`src/hdl/pidta_pkg.sv`:
```
// ----------------------------------------------------------------------------
// pidta_pkg
// Shared types and constants for the trapezoidal PID controller.
// ----------------------------------------------------------------------------
package pidta_pkg;

	localparam int INTEG_BITS_DEF = 48;

	localparam int MUL_A_W = 18;
	localparam int MUL_B_W = 36;
	localparam int MUL_P_W = MUL_A_W + MUL_B_W;
	localparam int WIDE_W  = 66;
	localparam int ACC_W   = 46;
	localparam int PACC_W  = 80;
	localparam int BACK_W  = 56;
	localparam int DIV_W   = 33;
	localparam int DEN_W   = 16;

	typedef enum logic [2:0] {
		REG_GAIN_PROP  = 3'd0,
		REG_GAIN_INT   = 3'd1,
		REG_GAIN_DERIV = 3'd2,
		REG_TARGET     = 3'd3,
		REG_OUT_MAX    = 3'd4,
		REG_OUT_MIN    = 3'd5
	} reg_idx_t;

	typedef enum logic [1:0] {
		WIND_NONE = 2'd0,
		WIND_HIGH = 2'd1,
		WIND_LOW  = 2'd2
	} windup_t;

	typedef enum logic [3:0] {
		ST_IDLE,
		ST_TRAP,
		ST_MUL_P,
		ST_MUL_ED,
		ST_DIV_GO,
		ST_DIV,
		ST_MUL_GD,
		ST_MUL_ILO,
		ST_MUL_IHI,
		ST_MUL_DDT,
		ST_MUL_DDT2,
		ST_BACK,
		ST_FIN
	} state_t;

endpackage

```
`src/hdl/pidta_if.sv`:
```
// ----------------------------------------------------------------------------
// pidta channel interfaces
// Valid/ready channels for samples in and controller results out.
// ----------------------------------------------------------------------------
interface pidta_in_if;
	logic               valid;
	logic               ready;
	logic signed [15:0] measured;
	logic        [15:0] elapsed;

	modport source (output valid, measured, elapsed, input ready);
	modport sink (input valid, measured, elapsed, output ready);
endinterface

interface pidta_out_if;
	logic               valid;
	logic               ready;
	logic signed [31:0] drive;
	logic        [1:0]  windup;

	modport source (output valid, drive, windup, input ready);
	modport sink (input valid, drive, windup, output ready);
endinterface

```
`src/hdl/pid_trapezoid_antiwindup.sv`:
```
// ----------------------------------------------------------------------------
// pid_trapezoid_antiwindup
// PID controller with trapezoidal integral, derivative and back-calculation anti-windup.
// ----------------------------------------------------------------------------
// A 33-step serial divider forms the derivative. One shared 18x36 multiplier
// is used eight times in turn, for the trapezoid, the three gain products and
// the back-calculation. The block takes no new sample until the result of the
// previous one has been loaded into the output register, so a stalled result
// also holds off the next sample.
// Configuration writes go to six 16-bit registers by index.
module pid_trapezoid_antiwindup #(
	parameter int INTEG_BITS = pidta_pkg::INTEG_BITS_DEF
) (
	input  logic        clk,
	input  logic        arst_n,
	input  logic        wr_en,
	input  logic [2:0]  wr_idx,
	input  logic [15:0] wr_data,
	pidta_in_if.sink    sample,
	pidta_out_if.source result
);
	localparam int WW = pidta_pkg::WIDE_W;
	localparam logic signed [WW-1:0] IMAX = (WW'(1) <<< (INTEG_BITS - 1)) - WW'(1);
	localparam logic signed [WW-1:0] IMIN = -IMAX - WW'(1);
	localparam logic signed [pidta_pkg::PACC_W-1:0] BIG = pidta_pkg::PACC_W'(1) <<< 51;
	localparam logic signed [pidta_pkg::ACC_W-1:0] CAP = pidta_pkg::ACC_W'(1) <<< 43;
	localparam logic signed [pidta_pkg::ACC_W-1:0] DMAX = pidta_pkg::ACC_W'(32'h7fffffff);
	localparam logic signed [pidta_pkg::ACC_W-1:0] DMIN = -DMAX - pidta_pkg::ACC_W'(1);

	function automatic logic signed [INTEG_BITS-1:0] clamp_i(input logic signed [WW-1:0] x);
		logic signed [WW-1:0] r;
		r = x;
		if (x > IMAX) r = IMAX;
		if (x < IMIN) r = IMIN;
		return INTEG_BITS'(r);
	endfunction

	logic signed [15:0] gain_prop_q, gain_int_q, gain_deriv_q, target_q, out_max_q, out_min_q;
	logic signed [16:0] e_q, prev_q;
	logic        [15:0] dt_q;
	logic signed [INTEG_BITS-1:0] integ_q;
	logic signed [33:0] deriv_q;
	logic signed [pidta_pkg::MUL_P_W-1:0] prod_q;
	logic signed [pidta_pkg::ACC_W-1:0]   acc_q;
	logic signed [pidta_pkg::BACK_W-1:0]  back_q;
	logic signed [pidta_pkg::PACC_W-1:0]  pacc_q;
	logic signed [31:0] drive_q;
	pidta_pkg::windup_t windup_q;
	logic               out_valid_q;
	pidta_pkg::state_t  state_q, state_d;

	logic signed [pidta_pkg::MUL_A_W-1:0] mul_a;
	logic signed [pidta_pkg::MUL_B_W-1:0] mul_b;
	logic signed [17:0] sum_ep, diff_ep, mag_ep;
	logic               div_start, div_done, fin_go, in_xfer;
	logic [pidta_pkg::DIV_W-1:0] div_quo;
	logic signed [33:0] dq, deriv_n;
	logic signed [63:0] i64;
	logic               gti_big;
	logic signed [pidta_pkg::ACC_W-1:0] gti, hi_lim, lo_lim;
	logic               over, under;

	assign in_xfer = sample.valid && sample.ready;
	assign sample.ready = (state_q == pidta_pkg::ST_IDLE);
	assign fin_go = (state_q == pidta_pkg::ST_FIN) && (!out_valid_q || result.ready);
	assign div_start = (state_q == pidta_pkg::ST_DIV_GO);

	assign sum_ep  = 18'(e_q) + 18'(prev_q);
	assign diff_ep = 18'(e_q) - 18'(prev_q);
	assign mag_ep  = diff_ep[17] ? -diff_ep : diff_ep;
	assign dq      = $signed({1'b0, div_quo});
	assign deriv_n = diff_ep[17] ? -dq : dq;
	assign i64     = 64'(integ_q);

	assign gti_big = (pacc_q > BIG) || (pacc_q < -BIG);
	assign gti = gti_big ? (pacc_q[pidta_pkg::PACC_W-1] ? -CAP : CAP)
		: pidta_pkg::ACC_W'(pacc_q >>> 8);

	assign hi_lim = pidta_pkg::ACC_W'(out_max_q) <<< 16;
	assign lo_lim = pidta_pkg::ACC_W'(out_min_q) <<< 16;
	assign over   = acc_q > hi_lim;
	assign under  = acc_q < lo_lim;

	pidta_div u_div (
		.clk    (clk),
		.arst_n (arst_n),
		.start  (div_start),
		.num    ({mag_ep[16:0], 16'h0000}),
		.den    (dt_q),
		.done   (div_done),
		.quo    (div_quo)
	);

	always_comb begin
		state_d = state_q;
		mul_a   = '0;
		mul_b   = '0;
		case (state_q)
			pidta_pkg::ST_IDLE: begin
				if (in_xfer) state_d = pidta_pkg::ST_TRAP;
			end
			pidta_pkg::ST_TRAP: begin
				mul_a   = sum_ep;
				mul_b   = $signed({20'h0, dt_q});
				state_d = pidta_pkg::ST_MUL_P;
			end
			pidta_pkg::ST_MUL_P: begin
				mul_a   = 18'(gain_prop_q);
				mul_b   = 36'(e_q);
				state_d = pidta_pkg::ST_MUL_ED;
			end
			pidta_pkg::ST_MUL_ED: begin
				mul_a   = 18'(e_q);
				mul_b   = $signed({20'h0, dt_q});
				state_d = pidta_pkg::ST_DIV_GO;
			end
			pidta_pkg::ST_DIV_GO: state_d = pidta_pkg::ST_DIV;
			pidta_pkg::ST_DIV: begin
				if (div_done) state_d = pidta_pkg::ST_MUL_GD;
			end
			pidta_pkg::ST_MUL_GD: begin
				mul_a   = 18'(gain_deriv_q);
				mul_b   = 36'(deriv_q);
				state_d = pidta_pkg::ST_MUL_ILO;
			end
			pidta_pkg::ST_MUL_ILO: begin
				mul_a   = 18'(gain_int_q);
				mul_b   = $signed({4'h0, i64[31:0]});
				state_d = pidta_pkg::ST_MUL_IHI;
			end
			pidta_pkg::ST_MUL_IHI: begin
				mul_a   = 18'(gain_int_q);
				mul_b   = 36'($signed(i64[63:32]));
				state_d = pidta_pkg::ST_MUL_DDT;
			end
			pidta_pkg::ST_MUL_DDT: begin
				mul_a   = $signed({2'b00, dt_q});
				mul_b   = 36'(deriv_q);
				state_d = pidta_pkg::ST_MUL_DDT2;
			end
			pidta_pkg::ST_MUL_DDT2: begin
				mul_a   = $signed({2'b00, dt_q});
				mul_b   = prod_q[35:0];
				state_d = pidta_pkg::ST_BACK;
			end
			pidta_pkg::ST_BACK: state_d = pidta_pkg::ST_FIN;
			pidta_pkg::ST_FIN: begin
				if (fin_go) state_d = pidta_pkg::ST_IDLE;
			end
			default: state_d = pidta_pkg::ST_IDLE;
		endcase
	end

	always_ff @(posedge clk or negedge arst_n) begin
		if (!arst_n) begin
			state_q      <= pidta_pkg::ST_IDLE;
			gain_prop_q  <= 16'sd256;
			gain_int_q   <= '0;
			gain_deriv_q <= '0;
			target_q     <= '0;
			out_max_q    <= 16'sh7fff;
			out_min_q    <= 16'sh8000;
			prev_q       <= '0;
			integ_q      <= '0;
			deriv_q      <= '0;
			out_valid_q  <= 1'b0;
		end else begin
			state_q <= state_d;
			if (wr_en) begin
				case (pidta_pkg::reg_idx_t'(wr_idx))
					pidta_pkg::REG_GAIN_PROP:  gain_prop_q  <= wr_data;
					pidta_pkg::REG_GAIN_INT:   gain_int_q   <= wr_data;
					pidta_pkg::REG_GAIN_DERIV: gain_deriv_q <= wr_data;
					pidta_pkg::REG_TARGET:     target_q     <= wr_data;
					pidta_pkg::REG_OUT_MAX:    out_max_q    <= wr_data;
					pidta_pkg::REG_OUT_MIN:    out_min_q    <= wr_data;
					default: ;
				endcase
			end
			if (state_q == pidta_pkg::ST_MUL_P)
				integ_q <= clamp_i(WW'(integ_q) + (WW'(prod_q) <<< 15));
			if (state_q == pidta_pkg::ST_DIV && div_done) begin
				deriv_q <= deriv_n;
				prev_q  <= e_q;
			end
			if (fin_go) begin
				out_valid_q <= 1'b1;
				if (over)
					integ_q <= clamp_i(WW'(hi_lim) - WW'(back_q));
				else if (under)
					integ_q <= clamp_i(WW'(lo_lim) + WW'(back_q));
			end else if (result.ready) begin
				out_valid_q <= 1'b0;
			end
		end
	end

	always_ff @(posedge clk) begin
		prod_q <= pidta_pkg::MUL_P_W'(mul_a) * pidta_pkg::MUL_P_W'(mul_b);
		if (in_xfer) begin
			e_q  <= 17'(target_q) - 17'(sample.measured);
			dt_q <= (sample.elapsed == 16'h0000) ? 16'h0001 : sample.elapsed;
		end
		case (state_q)
			pidta_pkg::ST_MUL_ED:   acc_q  <= pidta_pkg::ACC_W'(prod_q) <<< 8;
			pidta_pkg::ST_DIV_GO:   back_q <= pidta_pkg::BACK_W'(prod_q) <<< 16;
			pidta_pkg::ST_MUL_ILO:  acc_q  <= acc_q + pidta_pkg::ACC_W'(prod_q >>> 8);
			pidta_pkg::ST_MUL_IHI:  pacc_q <= pidta_pkg::PACC_W'(prod_q);
			pidta_pkg::ST_MUL_DDT:  pacc_q <= pacc_q + (pidta_pkg::PACC_W'(prod_q) <<< 32);
			pidta_pkg::ST_MUL_DDT2: acc_q  <= acc_q + gti;
			pidta_pkg::ST_BACK:     back_q <= back_q + pidta_pkg::BACK_W'(prod_q);
			default: ;
		endcase
		if (fin_go) begin
			if (acc_q > DMAX)      drive_q <= 32'sh7fffffff;
			else if (acc_q < DMIN) drive_q <= 32'sh80000000;
			else                   drive_q <= acc_q[31:0];
			if (over)       windup_q <= pidta_pkg::WIND_HIGH;
			else if (under) windup_q <= pidta_pkg::WIND_LOW;
			else            windup_q <= pidta_pkg::WIND_NONE;
		end
	end

	assign result.valid  = out_valid_q;
	assign result.drive  = drive_q;
	assign result.windup = windup_q;

	a_busy_after_xfer: assert property (@(posedge clk) disable iff (!arst_n)
		in_xfer |=> !sample.ready)
		else $error("sample taken while busy");

	a_div_done_state: assert property (@(posedge clk) disable iff (!arst_n)
		div_done |-> state_q == pidta_pkg::ST_DIV)
		else $error("divider finished outside its wait state");

	a_fin_loads_out: assert property (@(posedge clk) disable iff (!arst_n)
		fin_go |=> out_valid_q && state_q == pidta_pkg::ST_IDLE)
		else $error("result not presented after finish");
endmodule

```
`src/hdl/pidta_div.sv`:
```
// ----------------------------------------------------------------------------
// pidta_div
// Restoring serial divider, one quotient bit per cycle, unsigned operands.
// ----------------------------------------------------------------------------
module pidta_div (
	input  logic                        clk,
	input  logic                        arst_n,
	input  logic                        start,
	input  logic [pidta_pkg::DIV_W-1:0] num,
	input  logic [pidta_pkg::DEN_W-1:0] den,
	output logic                        done,
	output logic [pidta_pkg::DIV_W-1:0] quo
);
	localparam int CNT_W = $clog2(pidta_pkg::DIV_W + 1);

	logic [pidta_pkg::DIV_W-1:0] quo_q;
	logic [pidta_pkg::DEN_W-1:0] rem_q;
	logic [CNT_W-1:0]            cnt_q;
	logic                        busy_q;
	logic                        done_q;
	logic [pidta_pkg::DEN_W+1:0] diff;

	assign diff = {1'b0, rem_q, quo_q[pidta_pkg::DIV_W-1]} - {2'b00, den};

	always_ff @(posedge clk or negedge arst_n) begin
		if (!arst_n) begin
			busy_q <= 1'b0;
			done_q <= 1'b0;
			cnt_q  <= '0;
		end else begin
			done_q <= 1'b0;
			if (start) begin
				busy_q <= 1'b1;
				cnt_q  <= CNT_W'(pidta_pkg::DIV_W);
			end else if (busy_q) begin
				cnt_q <= cnt_q - 1'b1;
				if (cnt_q == CNT_W'(1)) begin
					busy_q <= 1'b0;
					done_q <= 1'b1;
				end
			end
		end
	end

	always_ff @(posedge clk) begin
		if (start) begin
			quo_q <= num;
			rem_q <= '0;
		end else if (busy_q) begin
			if (!diff[pidta_pkg::DEN_W+1]) begin
				rem_q <= diff[pidta_pkg::DEN_W-1:0];
				quo_q <= {quo_q[pidta_pkg::DIV_W-2:0], 1'b1};
			end else begin
				rem_q <= {rem_q[pidta_pkg::DEN_W-2:0], quo_q[pidta_pkg::DIV_W-1]};
				quo_q <= {quo_q[pidta_pkg::DIV_W-2:0], 1'b0};
			end
		end
	end

	assign done = done_q;
	assign quo  = quo_q;
endmodule
```
`src/flat_wrapper.sv`:
```
// flat-port wrapper written by rule: the top's interface ports become plain ports
module pid_trapezoid_antiwindup_flat 
#(
	parameter int INTEG_BITS = pidta_pkg::INTEG_BITS_DEF
)
  (clk, arst_n, wr_en, wr_idx, wr_data, sample_valid, sample_measured, sample_elapsed, sample_ready, result_valid, result_drive, result_windup, result_ready);
  pidta_in_if sample_i ();
  pidta_out_if result_i ();
  input  logic clk;
  input  logic arst_n;
  input  logic wr_en;
  input  logic [2:0] wr_idx;
  input  logic [15:0] wr_data;
  input wire logic [$bits(sample_i.valid)-1:0] sample_valid;
  input wire logic [$bits(sample_i.measured)-1:0] sample_measured;
  input wire logic [$bits(sample_i.elapsed)-1:0] sample_elapsed;
  output wire logic [$bits(sample_i.ready)-1:0] sample_ready;
  output wire logic [$bits(result_i.valid)-1:0] result_valid;
  output wire logic [$bits(result_i.drive)-1:0] result_drive;
  output wire logic [$bits(result_i.windup)-1:0] result_windup;
  input wire logic [$bits(result_i.ready)-1:0] result_ready;
  assign sample_i.valid = sample_valid;
  assign sample_i.measured = sample_measured;
  assign sample_i.elapsed = sample_elapsed;
  assign sample_ready = sample_i.ready;
  assign result_valid = result_i.valid;
  assign result_drive = result_i.drive;
  assign result_windup = result_i.windup;
  assign result_i.ready = result_ready;
  pid_trapezoid_antiwindup #(.INTEG_BITS(INTEG_BITS)) u_core (.clk(clk), .arst_n(arst_n), .wr_en(wr_en), .wr_idx(wr_idx), .wr_data(wr_data), .sample(sample_i), .result(result_i));
endmodule
```
`config.mk`:
```
export PLATFORM = sky130hd
export DESIGN_NAME = pid_trapezoid_antiwindup_flat
export DESIGN_NICKNAME = d
export VERILOG_FILES = /design/src/hdl/pidta_pkg.sv /design/src/hdl/pidta_if.sv /design/src/hdl/pid_trapezoid_antiwindup.sv /design/src/hdl/pidta_div.sv /design/src/flat_wrapper.sv
export SDC_FILE = /design/constraint.sdc
export NUM_CORES = 2
export LEC_CHECK = 0
export CAP_MARGIN = 40
export CORE_ASPECT_RATIO = 1.5
export CORE_MARGIN = 2
export CORE_UTILIZATION = 55
export CTS_CLUSTER_DIAMETER = 30
export DETAILED_ROUTE_END_ITERATION = 16
export DONT_BUFFER_PORTS = 1
export PLACE_DENSITY = 0.67
export SETUP_SLACK_MARGIN = 0.5
export SLEW_MARGIN = 15
export SYNTH_ARGS = -nofsm -noshare
export SYNTH_HDL_FRONTEND = slang
export SYNTH_HIERARCHICAL = 1
export SYNTH_SLANG_ARGS = --single-unit
```
`constraint.sdc`:
```
create_clock -name clk -period 17.4 [get_ports clk]
set_clock_uncertainty 0.1 [all_clocks]
set_input_delay 0 -clock clk [delete_from_list [all_inputs] [get_ports clk]]
set_output_delay 0 -clock clk [all_outputs]
set_load 0.02 [all_outputs]
```
==> metrics.yaml <==
status: "complete, no violations"
grt_pass1_wl_mm: 369
syn-cell-area_sq_um: 66400
die_x_um: 288
setup_viol: 0
synth.distinct_cells: 112
hold_path.class: "input port to flop"
insertion_delay_ns: 0.74
grt_util_met2: 0.681
path_clk_slew_ns: 0.06
synth_warnings: 6
synth_compound_area_frac: 0.185
worstRegToRegCells: 35
layout.nets: 8823
routed_wl_mm: 246
dpl.hpwl_mm: 192
syn_avg_cell_area_sq_um: 8.83
syn2layout_area_growth_pct: 11.2
num_io_pins: 92
async_flop_share: 0.371
gp_congestion: 1.04
ys.flop_type: "edfxtp_1"
drt_iter0_markers: 4834
grt_usage: 0.400
core_sq_um: 120000
synth_fa_ha_area_frac: 0.290
slew_headroom: 0.216
postRouteAntennaNets: 0
die-area_sq_um: 124000
overflow: 0
antenna_found_initial: 10
muxShareOfSynthArea: 0.0222
cp.arrival_ns: 11.31
dr.pass1.iters: 6
maxCapViolations: 0
cp_common_cell: "fa_1"
portBuffers: 0
cp_max_fo: 37
cts_buffer_depth: 3
grt_start_max_net_pins: 165
syn_inst: 7516
post_synth_and_or_nand_nor_area_fraction: 0.154
synth_top_family_by_area: "adder cells"
final_layout_size_suffix_gt1_frac: 0.0786
critPathKind: "flop to flop"
start_util: 0.552
drcViolationCount: 0
cp-start-kind: "flop"
tightest_slew_ns: 1.18
cp-end-kind: "flop"
grt_setup_unrepaired: "false"
synth_top_area_frac: 0.189
post-cts-setup-buffers: 0
ctsHtreeMaxLevel: 3
cp_slowest_cell: "fa_1"
synth_top_area_cell: "fa_1"
multi_input_area_sq_um: 46800
max_freq_mhz: 92.8
die_y_um: 430
grt_pass1_vias: 60300
hold_viol_final: 0
synth_seq_area_share: 0.227
use_met1: 0.438
period_share: 0.619
cts_sinks: 560
met3_usage: 0.0694
holdWs_ns: 0.0680
synth_xor_xnor_area_share: 0.0491
worst_path_largest_cell_delay_ns: 0.57
cp.required_ns: 17.94
slew_violations: 0
synth-seq-cells: 560
synth_edf_count: 282
regArea_sq_um: 15100
synth_area_leaders: "fa_1 (19%), edfxtp_1 (13%), ha_1 (10%)"
vias: 58200
viasPerCell: 6.27
fillers: 10600
hold_depth: 3
fin_tns_setup_ns: 0
std_cell_rows: 156
wl_per_cell_um: 26.4
clockRootBuffer: "clkbuf_16"
cts_tree: "built"
numCtsBuffers: 109
fin_crit_ns: 10.77
top_usage_layer: "met2"
-- registers in the layout, summed over array words and instances, names as in the netlist, 17 cells and up --
register and count:
u_core/prod_q 54, u_core/acc_q 46, u_core/integ_q 48, u_core/u_div/quo 33, u_core/pacc_q 80, u_core/prev_q 17
u_core/result.drive 32, u_core/back_q 56, u_core/deriv_q 34, u_core/e_q 17
-- worst max-delay path: cells and delay by family, from the launching register on --
| family | cells | cell delay [ns] |
|---|---|---|
| adder cells (fa/ha/maj) | 8 | 3.92 |
| AND/OR/NAND/NOR | 5 | 1.10 |
| XOR/XNOR | 1 | 0.16 |
| flip-flops | 1 | 0.52 |
| buffers and inverters | 3 | 0.55 |
| AO/OA/AOI/OAI | 18 | 4.28 |
-- cell families after synthesis --
| group | after synthesis |
|---|---|
| simple gates | 2185 |
| xor+xnor | 372 |
| buf+inv | 1247 |
| mux | 132 |
| other cells | 1 |
| flops | 560 |
| fa+ha+maj | 1164 |
| compound gates | 1855 |
-- per-stage QoR --
step                      std cells   util  cell area, sq um  worst slack (ns)
after floorplan                7531      -             66500              7.66
after CTS                      9274  0.613             73800              6.72
after detailed placement       8945  0.571             68600              6.80
after global placement         8922  0.568             68300              6.92
final                          9289  0.614             73900              6.63
after global routing           9284  0.614             73900              5.93
-- path summary, 6_finish.rpt --
check	from	to	slack (ns)
setup reg to reg	u_core/e_q[1]	u_core/prod_q[52]	6.63
max in group asynchronous	arst_n	u_core/integ_q[27]	15.90
hold reg to reg	u_core/u_div/rem_q[11]	u_core/u_div/rem_q[11]	0.39
min in group asynchronous	arst_n	u_core/target_q[10]	0.41
hold / removal	wr_idx[2]	u_core/out_min_q[1]	0.07
setup / recovery	u_core/e_q[1]	u_core/prod_q[52]	6.63
-- synthesized netlist by cell type, drive strengths merged (14+ instances only) --
cell type and number:
dfstp 17, nor2b 73, nand2b 64, edfxtp 282, and2 138, clkbuf 299, nor3 91, nor4 60
a2111oi 23, o2111ai 15, dfrtp 191, mux2 124, a21oi 421, nand4 107, o21bai 92, nand2 955
a21o 245, nand3 97, and3 65, nor2 406, xnor2 208, a21boi 23, ha 538, a22oi 42
inv 919, o211ai 55, or3 30, a211o 19, a222oi 50, a221oi 17, o21a 59, a31oi 62
or2 27, buf 26, o21ai 448, fa 626, dfxtp 70, a31o 14, xor2 164, a22o 48
a211oi 51, o31ai 43
-- cell usage in the layout (no fill, tap or decap), types with 55 or more instances in the layout --
cell           count
ha_1             538
a21oi_1          416
a21o_1           244
nand3_1           96
o21ai_0          389
nand2b_1          62
mux2_2           124
nand4_1          107
buf_4            145
inv_1            919
o21bai_1          92
dfxtp_1           70
dfrtp_1          191
a31oi_1           59
o21a_1            59
clkbuf_16        115
nand2_1          954
and2_1           138
edfxtp_1         282
nor2_1           396
o211ai_1          55
dlygate4sd3_1    120
and3_1            64
nor2b_1           73
xnor2_1          208
nor3_1            84
nor4_1            59
fa_1             626
xor2_1           164
-- repair_timing --
item,4_1_cts,5_1_grt
resized for setup,0,0
setup endpoints to repair,0,0
hold buffers,122,0
hold endpoints to repair,374,0
-- final cells by class --
type / instances / share of cell area
repair buffers: 287 / 0.0361
clock inverters: 83 / 0.0124
well taps: 1580 / 0.0268
flip-flops and latches: 560 / 0.204
multi-input cells: 5724 / 0.633
diodes: 10 / 0.000339
clock buffers: 124 / 0.0400
inverters: 921 / 0.0468
-- per-layer routing --
metal / part of all wire / vias up
met5: 0 / -
met4: 0.095 / 0
met3: 0.065 / 832
met2: 0.49 / 2351
met1: 0.35 / 28900
li1: - / 26100
Power is left out: the tool's default activity adds up to more than one toggle a clock period on the data nets, which glitch-free logic cannot reach.
